[config.mk]
export PLATFORM = sky130hd
export DESIGN_NAME = wrs_lane
export DESIGN_NICKNAME = d
export VERILOG_FILES = /design/src/hw/rtl/wrs_pkg.sv /design/src/hw/rtl/wrs_ram.sv /design/src/hw/rtl/wrs_div.sv /design/src/hw/rtl/wrs_sqrt.sv /design/src/hw/rtl/wrs_lane.sv
export SDC_FILE = /design/constraint.sdc
export NUM_CORES = 2
export LEC_CHECK = 0
export ABC_AREA = 1
export BUFFER_PORTS_ARGS = -buffer_cell sky130_fd_sc_hd__buf_4
export CAP_MARGIN = 20
export CORE_MARGIN = 2
export CORE_UTILIZATION = 55
export CTS_BUF_LIST = sky130_fd_sc_hd__clkbuf_4
export CTS_CLUSTER_DIAMETER = 30
export DETAILED_ROUTE_END_ITERATION = 6
export PLACE_DENSITY_LB_ADDON = 0.3
export SYNTH_ARGS = -nofsm -noshare
export SYNTH_HDL_FRONTEND = slang
export SYNTH_SLANG_ARGS = --single-unit
export TNS_END_PERCENT = 50
[constraint.sdc]
create_clock -name i_clk -period 17.6 [get_ports i_clk]
set_clock_uncertainty 0.2 [all_clocks]
set_input_delay 0.88 -clock i_clk [delete_from_list [all_inputs] [get_ports i_clk]]
set_output_delay 0.88 -clock i_clk [all_outputs]
set_load 0.01 [all_outputs]
[src/hw/rtl/wrs_pkg.sv]
package wrs_pkg;

    // Fixed field and store widths.
    localparam int SAMPLE_W = 16;
    localparam int MEAN_W   = 32;
    localparam int M2_W     = 48;
    localparam int ENTRY_W  = MEAN_W + M2_W;
    localparam int STD_W    = 15;
    localparam int ROOT_W   = M2_W / 2;
    localparam int FRAMES_W = 24;
    localparam int NUM_COMP = 4;

    // Top-level sequencer states.
    typedef enum logic [3:0] {
        ST_CLEAR,
        ST_IDLE,
        ST_READ,
        ST_LOAD,
        ST_DIV1_GO,
        ST_DIV1_WAIT,
        ST_MEAN,
        ST_DIFF,
        ST_MUL,
        ST_M2,
        ST_DIV2_GO,
        ST_DIV2_WAIT,
        ST_SQRT_GO,
        ST_SQRT_WAIT,
        ST_DONE
    } t_state;

    // Step commands from the sequencer to every lane.
    typedef struct packed {
        logic load;
        logic div_go_mean;
        logic div_go_var;
        logic mean_upd;
        logic diff;
        logic mul;
        logic m2_upd;
        logic sqrt_go;
        logic wr_en;
        logic wr_zero;
    } t_lane_ctl;

    // Status that a lane returns to the sequencer.
    typedef struct packed {
        logic div_done;
        logic sqrt_done;
    } t_lane_sts;

    // Rounds a Q1.31 mean to Q1.15, ties up, saturating at the top.
    function automatic logic signed [SAMPLE_W-1:0] mean_to_q15(
        input logic signed [MEAN_W-1:0] m
    );
        logic signed [MEAN_W:0]   t;
        logic signed [SAMPLE_W:0] hi;
        t  = {m[MEAN_W-1], m} + (MEAN_W+1)'(33'sd32768);
        hi = t[MEAN_W:MEAN_W-SAMPLE_W];
        if (hi > (SAMPLE_W+1)'(17'sd32767)) begin
            return SAMPLE_W'(16'sh7fff);
        end
        return hi[SAMPLE_W-1:0];
    endfunction

endpackage

[src/hw/rtl/wrs_ram.sv]
module wrs_ram #(
    parameter int WIDTH = 80,
    parameter int DEPTH = 16
) (
    input  logic                                     i_clk,
    input  logic                                     i_wr_en,
    input  logic [(DEPTH > 1 ? $clog2(DEPTH) : 1)-1:0] i_wr_addr,
    input  logic [WIDTH-1:0]                         i_wr_data,
    input  logic [(DEPTH > 1 ? $clog2(DEPTH) : 1)-1:0] i_rd_addr,
    output logic [WIDTH-1:0]                         o_rd_data
);

    logic [WIDTH-1:0] r_mem [DEPTH];

    // One write port and one registered read port.
    always_ff @(posedge i_clk) begin
        if (i_wr_en) begin
            r_mem[i_wr_addr] <= i_wr_data;
        end
        o_rd_data <= r_mem[i_rd_addr];
    end

endmodule

[src/hw/rtl/wrs_div.sv]
module wrs_div #(
    parameter int NUM_W = 48,
    parameter int DEN_W = 24
) (
    input  logic             i_clk,
    input  logic             i_rst_n,
    input  logic             i_start,
    input  logic [NUM_W-1:0] i_num,
    input  logic [DEN_W-1:0] i_den,
    output logic [NUM_W-1:0] o_quo,
    output logic             o_done
);

    localparam int CW = $clog2(NUM_W);

    logic [DEN_W-1:0] r_rem;
    logic [NUM_W-1:0] r_quo;
    logic [CW-1:0]    r_cnt;
    logic             r_busy;
    logic             r_done;
    logic [DEN_W:0]   trial;
    logic [DEN_W:0]   diff;
    logic             ge;

    // One restoring step: shift in the next dividend bit and try the divisor.
    always_comb begin
        trial = {r_rem, r_quo[NUM_W-1]};
        ge    = trial >= {1'b0, i_den};
        diff  = trial - {1'b0, i_den};
    end

    always_ff @(posedge i_clk) begin
        if (!i_rst_n) begin
            r_busy <= 1'b0;
            r_done <= 1'b0;
            r_cnt  <= '0;
        end else if (i_start) begin
            r_busy <= 1'b1;
            r_done <= 1'b0;
            r_cnt  <= '0;
        end else if (r_busy) begin
            r_cnt <= r_cnt + 1'b1;
            if (r_cnt == CW'(NUM_W-1)) begin
                r_busy <= 1'b0;
                r_done <= 1'b1;
            end
        end
    end

    // The dividend shifts out at the top while quotient bits shift in below.
    always_ff @(posedge i_clk) begin
        if (i_start) begin
            r_rem <= '0;
            r_quo <= i_num;
        end else if (r_busy) begin
            r_rem <= ge ? diff[DEN_W-1:0] : trial[DEN_W-1:0];
            r_quo <= {r_quo[NUM_W-2:0], ge};
        end
    end

    assign o_quo  = r_quo;
    assign o_done = r_done;

endmodule

[src/hw/rtl/wrs_sqrt.sv]
module wrs_sqrt (
    input  logic                       i_clk,
    input  logic                       i_rst_n,
    input  logic                       i_start,
    input  logic [wrs_pkg::M2_W-1:0]   i_val,
    output logic [wrs_pkg::ROOT_W-1:0] o_root,
    output logic                       o_done
);

    import wrs_pkg::*;

    localparam int CW = $clog2(ROOT_W);
    localparam int RW = ROOT_W + 2;

    logic [M2_W-1:0]   r_val;
    logic [RW-1:0]     r_rem;
    logic [ROOT_W-1:0] r_root;
    logic [CW-1:0]     r_cnt;
    logic              r_busy;
    logic              r_done;
    logic [RW-1:0]     shifted;
    logic [RW-1:0]     trial;
    logic              ge;

    // One digit per cycle: bring down two bits and try root*4+1.
    always_comb begin
        shifted = {r_rem[RW-3:0], r_val[M2_W-1:M2_W-2]};
        trial   = {r_root, 2'b01};
        ge      = shifted >= trial;
    end

    always_ff @(posedge i_clk) begin
        if (!i_rst_n) begin
            r_busy <= 1'b0;
            r_done <= 1'b0;
            r_cnt  <= '0;
        end else if (i_start) begin
            r_busy <= 1'b1;
            r_done <= 1'b0;
            r_cnt  <= '0;
        end else if (r_busy) begin
            r_cnt <= r_cnt + 1'b1;
            if (r_cnt == CW'(ROOT_W-1)) begin
                r_busy <= 1'b0;
                r_done <= 1'b1;
            end
        end
    end

    always_ff @(posedge i_clk) begin
        if (i_start) begin
            r_val  <= i_val;
            r_rem  <= '0;
            r_root <= '0;
        end else if (r_busy) begin
            r_val  <= {r_val[M2_W-3:0], 2'b00};
            r_rem  <= ge ? shifted - trial : shifted;
            r_root <= {r_root[ROOT_W-2:0], ge};
        end
    end

    assign o_root = r_root;
    assign o_done = r_done;

endmodule

[src/hw/rtl/wrs_lane.sv]
module wrs_lane #(
    parameter int COUNT_BITS = 24,
    parameter int AW         = 4,
    parameter int DEPTH      = 16
) (
    input  logic                                i_clk,
    input  logic                                i_rst_n,
    input  wrs_pkg::t_lane_ctl                  i_ctl,
    output wrs_pkg::t_lane_sts                  o_sts,
    input  logic [AW-1:0]                       i_rd_addr,
    input  logic [AW-1:0]                       i_wr_addr,
    input  logic signed [wrs_pkg::SAMPLE_W-1:0] i_sample,
    input  logic [COUNT_BITS-1:0]               i_count,
    output logic signed [wrs_pkg::SAMPLE_W-1:0] o_mean_q15,
    output logic [wrs_pkg::STD_W-1:0]           o_std
);

    import wrs_pkg::*;

    logic [ENTRY_W-1:0]       rd_data;
    logic [ENTRY_W-1:0]       wr_data;
    logic signed [MEAN_W-1:0] s31;
    logic signed [MEAN_W-1:0] rd_mean;
    logic signed [MEAN_W-1:0] r_mean;
    logic [M2_W-1:0]          r_m2;
    logic signed [MEAN_W:0]   r_d1;
    logic signed [MEAN_W:0]   r_d2;
    logic [2*MEAN_W-1:0]      r_prod;
    logic [MEAN_W:0]          neg1;
    logic [MEAN_W:0]          neg2;
    logic [MEAN_W-1:0]        mag1;
    logic [MEAN_W-1:0]        mag2;
    logic [M2_W-1:0]          div_num;
    logic [M2_W-1:0]          div_quo;
    logic                     div_done;
    logic [ROOT_W-1:0]        root;
    logic                     sqrt_done;
    logic signed [MEAN_W:0]   step;
    logic signed [MEAN_W+1:0] mean_sum;
    logic signed [MEAN_W-1:0] mean_new;
    logic [MEAN_W-1:0]        p;
    logic [M2_W:0]            m2_add;
    logic [M2_W-1:0]          m2_new;

    // This lane's slice of the mean and residual-sum store.
    wrs_ram #(
        .WIDTH (ENTRY_W),
        .DEPTH (DEPTH)
    ) u_ram (
        .i_clk     (i_clk),
        .i_wr_en   (i_ctl.wr_en),
        .i_wr_addr (i_wr_addr),
        .i_wr_data (wr_data),
        .i_rd_addr (i_rd_addr),
        .o_rd_data (rd_data)
    );

    assign wr_data = i_ctl.wr_zero ? '0 : {r_mean, r_m2};
    assign rd_mean = rd_data[ENTRY_W-1:M2_W];
    assign s31     = {i_sample, 16'h0000};

    // Magnitudes of the two residuals; both fit in 32 bits.
    always_comb begin
        neg1 = -r_d1;
        neg2 = -r_d2;
        mag1 = r_d1[MEAN_W] ? neg1[MEAN_W-1:0] : r_d1[MEAN_W-1:0];
        mag2 = r_d2[MEAN_W] ? neg2[MEAN_W-1:0] : r_d2[MEAN_W-1:0];
    end

    // The shared divider serves d1/n and then M2/n.
    assign div_num = i_ctl.div_go_mean ? {{(M2_W-MEAN_W){1'b0}}, mag1} : r_m2;

    wrs_div #(
        .NUM_W (M2_W),
        .DEN_W (COUNT_BITS)
    ) u_div (
        .i_clk   (i_clk),
        .i_rst_n (i_rst_n),
        .i_start (i_ctl.div_go_mean | i_ctl.div_go_var),
        .i_num   (div_num),
        .i_den   (i_count),
        .o_quo   (div_quo),
        .o_done  (div_done)
    );

    wrs_sqrt u_sqrt (
        .i_clk   (i_clk),
        .i_rst_n (i_rst_n),
        .i_start (i_ctl.sqrt_go),
        .i_val   (div_quo),
        .o_root  (root),
        .o_done  (sqrt_done)
    );

    assign o_sts.div_done  = div_done;
    assign o_sts.sqrt_done = sqrt_done;

    // Mean step with the quotient signed like d1, clamped to 32 bits.
    always_comb begin
        step = r_d1[MEAN_W] ? -$signed({1'b0, div_quo[MEAN_W-1:0]})
                            :  $signed({1'b0, div_quo[MEAN_W-1:0]});
        mean_sum = {{2{r_mean[MEAN_W-1]}}, r_mean} + {step[MEAN_W], step};
        if (mean_sum > (MEAN_W+2)'(34'sh07fffffff)) begin
            mean_new = {1'b0, {(MEAN_W-1){1'b1}}};
        end else if (mean_sum < -(MEAN_W+2)'(34'sh080000000)) begin
            mean_new = {1'b1, {(MEAN_W-1){1'b0}}};
        end else begin
            mean_new = mean_sum[MEAN_W-1:0];
        end
    end

    // Residual-sum update: floored at zero, saturating at the top.
    always_comb begin
        p      = r_prod[2*MEAN_W-1:MEAN_W];
        m2_add = {1'b0, r_m2} + {{(M2_W+1-MEAN_W){1'b0}}, p};
        if (r_d1[MEAN_W] != r_d2[MEAN_W]) begin
            m2_new = (r_m2 > {{(M2_W-MEAN_W){1'b0}}, p})
                   ? r_m2 - {{(M2_W-MEAN_W){1'b0}}, p} : '0;
        end else begin
            m2_new = m2_add[M2_W] ? '1 : m2_add[M2_W-1:0];
        end
    end

    // Datapath registers, stepped by the sequencer.
    always_ff @(posedge i_clk) begin
        if (i_ctl.load) begin
            r_mean <= rd_mean;
            r_m2   <= rd_data[M2_W-1:0];
            r_d1   <= {s31[MEAN_W-1], s31} - {rd_mean[MEAN_W-1], rd_mean};
        end
        if (i_ctl.mean_upd) begin
            r_mean <= mean_new;
        end
        if (i_ctl.diff) begin
            r_d2 <= {s31[MEAN_W-1], s31} - {r_mean[MEAN_W-1], r_mean};
        end
        if (i_ctl.mul) begin
            r_prod <= mag1 * mag2;
        end
        if (i_ctl.m2_upd) begin
            r_m2 <= m2_new;
        end
    end

    assign o_mean_q15 = mean_to_q15(r_mean);
    assign o_std      = (root > ROOT_W'(32767)) ? '1 : root[STD_W-1:0];

endmodule

# Word-level counts from Yosys, hierarchy flattened
# Memory sizes are Yosys's and may differ from the RTL's. A register that Yosys moved wholly into a read port is not among the register bits.
# Cells that the tools add are included.
word_totals:
  register_bits: 393
  ram_bits: 1280
  inputBits: 60
  output_inout_bits: 33
  word_cells: 83
  n_memories: 1
memory_table:
  columns: ["name", "words", "word_bits", "read_ports", "rd_ports_with_merged_regs", "write_ports", "line", "source"]
  rows:
  - ["u_ram.r_mem", 16, 80, 1, 1, 1, "wrs_ram.sv:13", "logic [WIDTH-1:0] r_mem [DEPTH];"]
classes:
  add_sub_neg: 13
  n_mul: 1
  magnitude_cmp: 7
  n_eq_ne: 3
  n_mux: 32
  bitwise: 2
  n_reduce_logical: 8
ops:
  columns: ["cell", "count"]
  rows:
  - ["$mux 48", 10]
  - ["$mux 32", 6]
  - ["$mux 80", 1]
  - ["$sub 32x32->33", 2]
  - ["$mul 32x32->64", 1]
  - ["$neg 32->32", 2]
  - ["$add 48x32->49", 1]
  - ["$gt 48x32->1", 1]
  - ["$mux 24", 2]
  - ["$sub 24x24->24", 2]
  - ["$sub 48x32->48", 1]
  - ["$add 32x33->34", 1]
  - ["$gt 34x32->1 const B", 1]
  - ["$lt 34x32->1 const B", 1]
  - ["$add 32x17->33 const B", 1]
  - ["$mux 33", 1]
  - ["$neg 32->33", 1]
  - ["$mux 16", 2]
  - ["$ge 26x26->1", 1]
  - ["$ge 25x24->1", 1]
  - ["$gt 24x15->1 const B", 1]
  - ["$gt 17x16->1 const B", 1]
  - ["$mux 15", 1]
  - ["$mux 1", 9]
  - ["10 further kinds", 15]

# Depth between registers and ports, before layout
depth:
  word_depth: 7
  mapped_depth: 42
  ltp_nobuf: 40

# Modules after synthesis
# Synthesis repeated with hierarchy kept, for this count alone.
hier_totals:
  hier_cells: 14916
  hier_area_um2: 124013.9
modules_own_cells:
  columns: ["mod", "n_inst", "cells_per_inst", "area_each_um2", "seq_area_each_um2"]
  rows:
  - ["wrs_lane", 1, 8065, 56534.2, 5345.1]
  - ["wrs_ram", 1, 5255, 56195.1, 40038.4]
  - ["wrs_sqrt", 1, 784, 5758.0, 2542.4]
  - ["wrs_div", 1, 812, 5526.6, 2082.0]

# Worst setup path after synthesis
# No wires, ideal clock.
synth_timing:
  path_kind: "flip-flop to flip-flop"
  startpoint: "register r_d1[0]"
  endpoint: "register r_prod[46], data pin"
  setup_ps: 265
  arrival_time_ps: 7834
  required_ps: 17135
  setup_slack_ps: 9301
  path_stages_with_launch: 37
  path_buffers: 3
  synth_period_minus_slack_ps: 8299
  cell_sequence: "edfxtp_1 buf_6 clkinv_4 clkbuf_1 ha_1 inv_1 nor3_1 inv_1 nor2_1 nand3_1 xor2_1 nand2_1 nand2_1 clkinv_1 buf_2 nand2_1 fa_1 fa_1 fa_1 fa_1 inv_1 fa_1 fa_1 fa_1 inv_1 fa_1 inv_1 ha_1 nand2_1 nor2_1 inv_1 nor2_1 inv_1 nor2_1 nand3_1 o21ai_0 xor2_1"
synth_between:
  elab_chain_len: 3
synth_lines:
  columns: ["item", "line", "source"]
  rows:
  - ["from (decl)", "wrs_lane.sv:26", "logic signed [MEAN_W:0] r_d1;"]
  - ["from (signal assigned)", "wrs_lane.sv:129", "r_d1 <= {s31[MEAN_W-1], s31} - {rd_mean[MEAN_W-1], rd_mean};"]
  - ["$neg 32->32", "wrs_lane.sv:64", "neg1 = -r_d1;"]
  - ["$mux 32 *", "wrs_lane.sv:66", "mag1 = r_d1[MEAN_W] ? neg1[MEAN_W-1:0] : r_d1[MEAN_W-1:0];"]
  - ["$mul 32x32->64 *", "wrs_lane.sv:138", "r_prod <= mag1 * mag2;"]
  - ["to (signal assigned)", "wrs_lane.sv:138", null]
  - ["to (decl)", "wrs_lane.sv:28", "logic [2*MEAN_W-1:0] r_prod;"]
# Mark *: on every way between the ends. The rest lies on a longest branch, timed or not.
# A chain may end at the register's enable or synchronous reset.

# Final worst setup path
layout_timing:
  startpoint: "register r_d1[0]"
  endpoint: "register r_prod[40], data pin"
# The elaborated chain is that of the path after synthesis.

==> run_results.csv <==
group,metric,value,unit
critical_path,r2r_end,"r_prod[40]",
synthesis,syn-num-nets,14110,
detailed_routing,drtPass1Iterations,7,
synthesis,ys_types,69,
detailed_routing,drtIter0Drc,10777,
timing,tightest_slew,1.19,ns
critical_path,ff2ff_path_depth,26,
synthesis,synth_top_area_cell,"edfxtp_1",
outcome,status,"finished, violations left",
critical_path,arrival,11.66,ns
synthesis,ys_top_cells_by_count,"nand2_1, inv_1, edfxtp_1",
min_path,holdCritPathClass,"input port to flip-flop",
floorplanning,die-area,0.219,mm²
cts,htreeDepth,5,
cts,cts_tree,"built",
critical_path,worstReg2RegStart,"r_d1[0]",
synthesis,post_synth.cell_area_avg,9.32,µm²
critical_path,crit_end,"r_prod[40]",
synthesis,synth_enable_flop_cells,1554,
finish,area_growth,8.37,%
cts,clk_path_buf_depth,4,
floorplanning,die_w,468,µm
synthesis,synth_area,0.118,mm²
global_route,grt_antenna_before_repair,18,
detailed_routing,wl_per_cell,24.1,µm
global_route,grt_pass1_wl,577,mm
synthesis,yosys.cell_count.top_type,"nand2_1",
detailed_routing,drc,18,
placement,io_buffer_count,92,
global_route,top_usage_layer,"met2",
floorplanning,die_y,468,µm
critical_path,cp_max_fo,28,
finish,fin_util,59.9,%
timing,final.setup.worst_slack,6.87,ns
floorplanning,core_area,0.214,mm²
cts,cts_sinks,1721,
floorplanning,initial_utilization,55.3,%
global_route,gr-usage-met3,7.92,%
detailed_routing,vias,94224,
critical_path,criticalPathCategory,"flip-flop to flip-flop",
global_route,grt_max_degree,151,
global_route,use_met1,46.6,%
global_route,grt_util_all_layers,35.4,%
global_route,met2_usage,54.8,%
detailed_routing,avgViaCountPerCell,5.84,
cts,ctsHoldBuffers,59,
timing,tns,0,ns
detailed_routing,wl,389,mm
critical_path,critPathRequiredTime,18.53,ns
timing,rsz0062_at_grt,"no",
floorplanning,boundaryPins,93,
critical_path,startpoint,"r_d1[0]",
timing,relSlewSlack,20.4,%
synthesis,synthCells,12704,
synthesis,synth_flop_cell,"edfxtp_1",
critical_path,reg2reg_slack,6.87,ns
cts,clkLatencyLatePin,1.42,ns
run,drv_cap,0,
cts,cts-root-buf,"clkbuf_4",
timing,period_needed,10.73,ns
placement,dp_hpwl,273,mm
timing,maxSlewViolCount,0,
timing,finalHoldViolCount,0,
floorplanning,num_rows,170,
synthesis,synthArstFlopShare,0,%
synthesis,ys_seq_area_share,42.2,%
synthesis,synth_top_cell_area_share,39.4,%
synthesis,synth-seq-cells,1721,
timing,setup_viol,0,
synthesis,synth_area_leaders,"edfxtp_1, fa_1, nand2_1",
placement,gp_congestion,1.07,
cts,post_cts_buffers,0,
timing,max_freq,93.2,MHz
cts,cts_buffers,459,
critical_path,critPathLaunchType,"flip-flop",
placement,pre_cts_ws,7.21,ns
min_path,min_path_cells,3,
global_route,grt_overflow,0,
outcome,violations,"DRC",
cts,path_clk_slew,0.07,ns
timing,fin_crit_sh,61.0,%
finish,num-nets-final,14339,
synthesis,yosys_warnings,0,
global_route,grt_pass1_vias,93516,
cts,cts_resized,0,
critical_path,worst_setup_path_end_kind,"flip-flop",
detailed_routing,antenna_left,0,
finish,drive_gt1_share,8.02,%
-- state kept, by name, indices dropped and copies added (netlist names), 24 cells and up --
signal,cells
u_sqrt.r_rem,24
r_d1,33
r_prod,32
u_sqrt.o_root,24
u_div.r_rem,24
u_ram.o_rd_data,80
u_div.o_quo,48
r_mean,32
u_sqrt.r_val,48
r_d2,33
u_ram.r_mem,1280
r_m2,48
-- per-stage QoR --
step	area, µm²	std cells	hold slack, ns
4_1_cts	128000	16132	0.000676
2_1_floorplan	118000	12704	0.230
3_3_place_gp	122000	15246	0.252
6_report	128000	16148	0.138
3_5_place_dp	122000	15247	0.270
5_1_grt	128000	16143	0.0817
-- layer usage --
| metal | vias to the layer above | wire (µm) | share of wire (%) |
|---|---|---|---|
| met2 | 5337 | 174000 | 45 |
| met3 | 1069 | 40600 | 10 |
| met4 | 6 | 22800 | 5.9 |
| met5 | - | 54 | 0.014 |
| li1 | 42076 | - | - |
| met1 | 45736 | 151000 | 39 |
-- placed cells by master, fill, tap and decap left out, types with 447 or more instances in the layout --
master,netlist,final
nand3_1,492,492
clkbuf_4,0,683
ha_1,447,447
nor2_1,1209,1193
a21oi_1,639,639
fa_1,899,899
nand2_1,2443,2441
edfxtp_1,1554,1554
inv_1,2226,2220
o21ai_0,649,647
-- cell families after synthesis --
family	count (synthesis)	synth area share (%)
buffers and inverters	2784	9.11
XOR/XNOR	237	1.79
multiplexers	320	2.71
AND/OR/NAND/NOR	4458	15.3
adder cells (fa/ha/maj)	1346	19.9
flip-flops	1721	42.2
AO/OA/AOI/OAI	1838	8.89
-- worst min-delay path by stage --
stage	startpoint	end	slack, ns
final	i_ctl[1]	u_ram.r_mem[2][68]	0.14
after detailed placement	u_div.r_rem[22]	u_div.r_rem[22]	0.27
after floorplan	u_sqrt.r_rem[23]	u_sqrt.r_rem[23]	0.23
after global placement	u_div.r_cnt[5]	u_div.r_cnt[5]	0.25
after global routing	i_ctl[1]	u_ram.r_mem[2][70]	0.08
after CTS	i_ctl[1]	u_ram.r_mem[2][70]	0.0007
-- worst max-delay path: stages, from the launching register on --
cell      delay [ns]
edfxtp_1        0.82
clkinv_4        0.54
a31oi_1         0.42
xor2_2          0.15
buf_4           0.40
clkinv_1        1.04
nor2_1          0.83
fa_1            0.53
inv_1           0.10
fa_1            0.39
inv_1           0.08
fa_1            0.44
fa_1            0.42
fa_1            0.44
fa_1            0.52
fa_1            0.51
inv_1           0.05
fa_1            0.48
inv_1           0.12
ha_1            0.39
a21oi_1         0.23
o21ai_0         0.20
a21boi_0        0.48
o21ai_0         0.26
a21oi_1         0.17
o21ai_0         0.12
xor2_1          0.16
-- final cells by class --
class | instances | area, µm²
Sequential cell | 1721 | 50000
Clock inverter | 143 | 832
Inverter | 2261 | 8500
Clock buffer | 683 | 5130
Timing Repair Buffer | 291 | 2450
Antenna cell | 12 | 30.0
Multi-Input combinational cell | 8199 | 57800
Fill cell | 18350 | 85900
Tap cell | 2838 | 3550
Power is left out: the tool's default activity adds up to more than one toggle a clock period on the data nets, which glitch-free logic cannot reach.
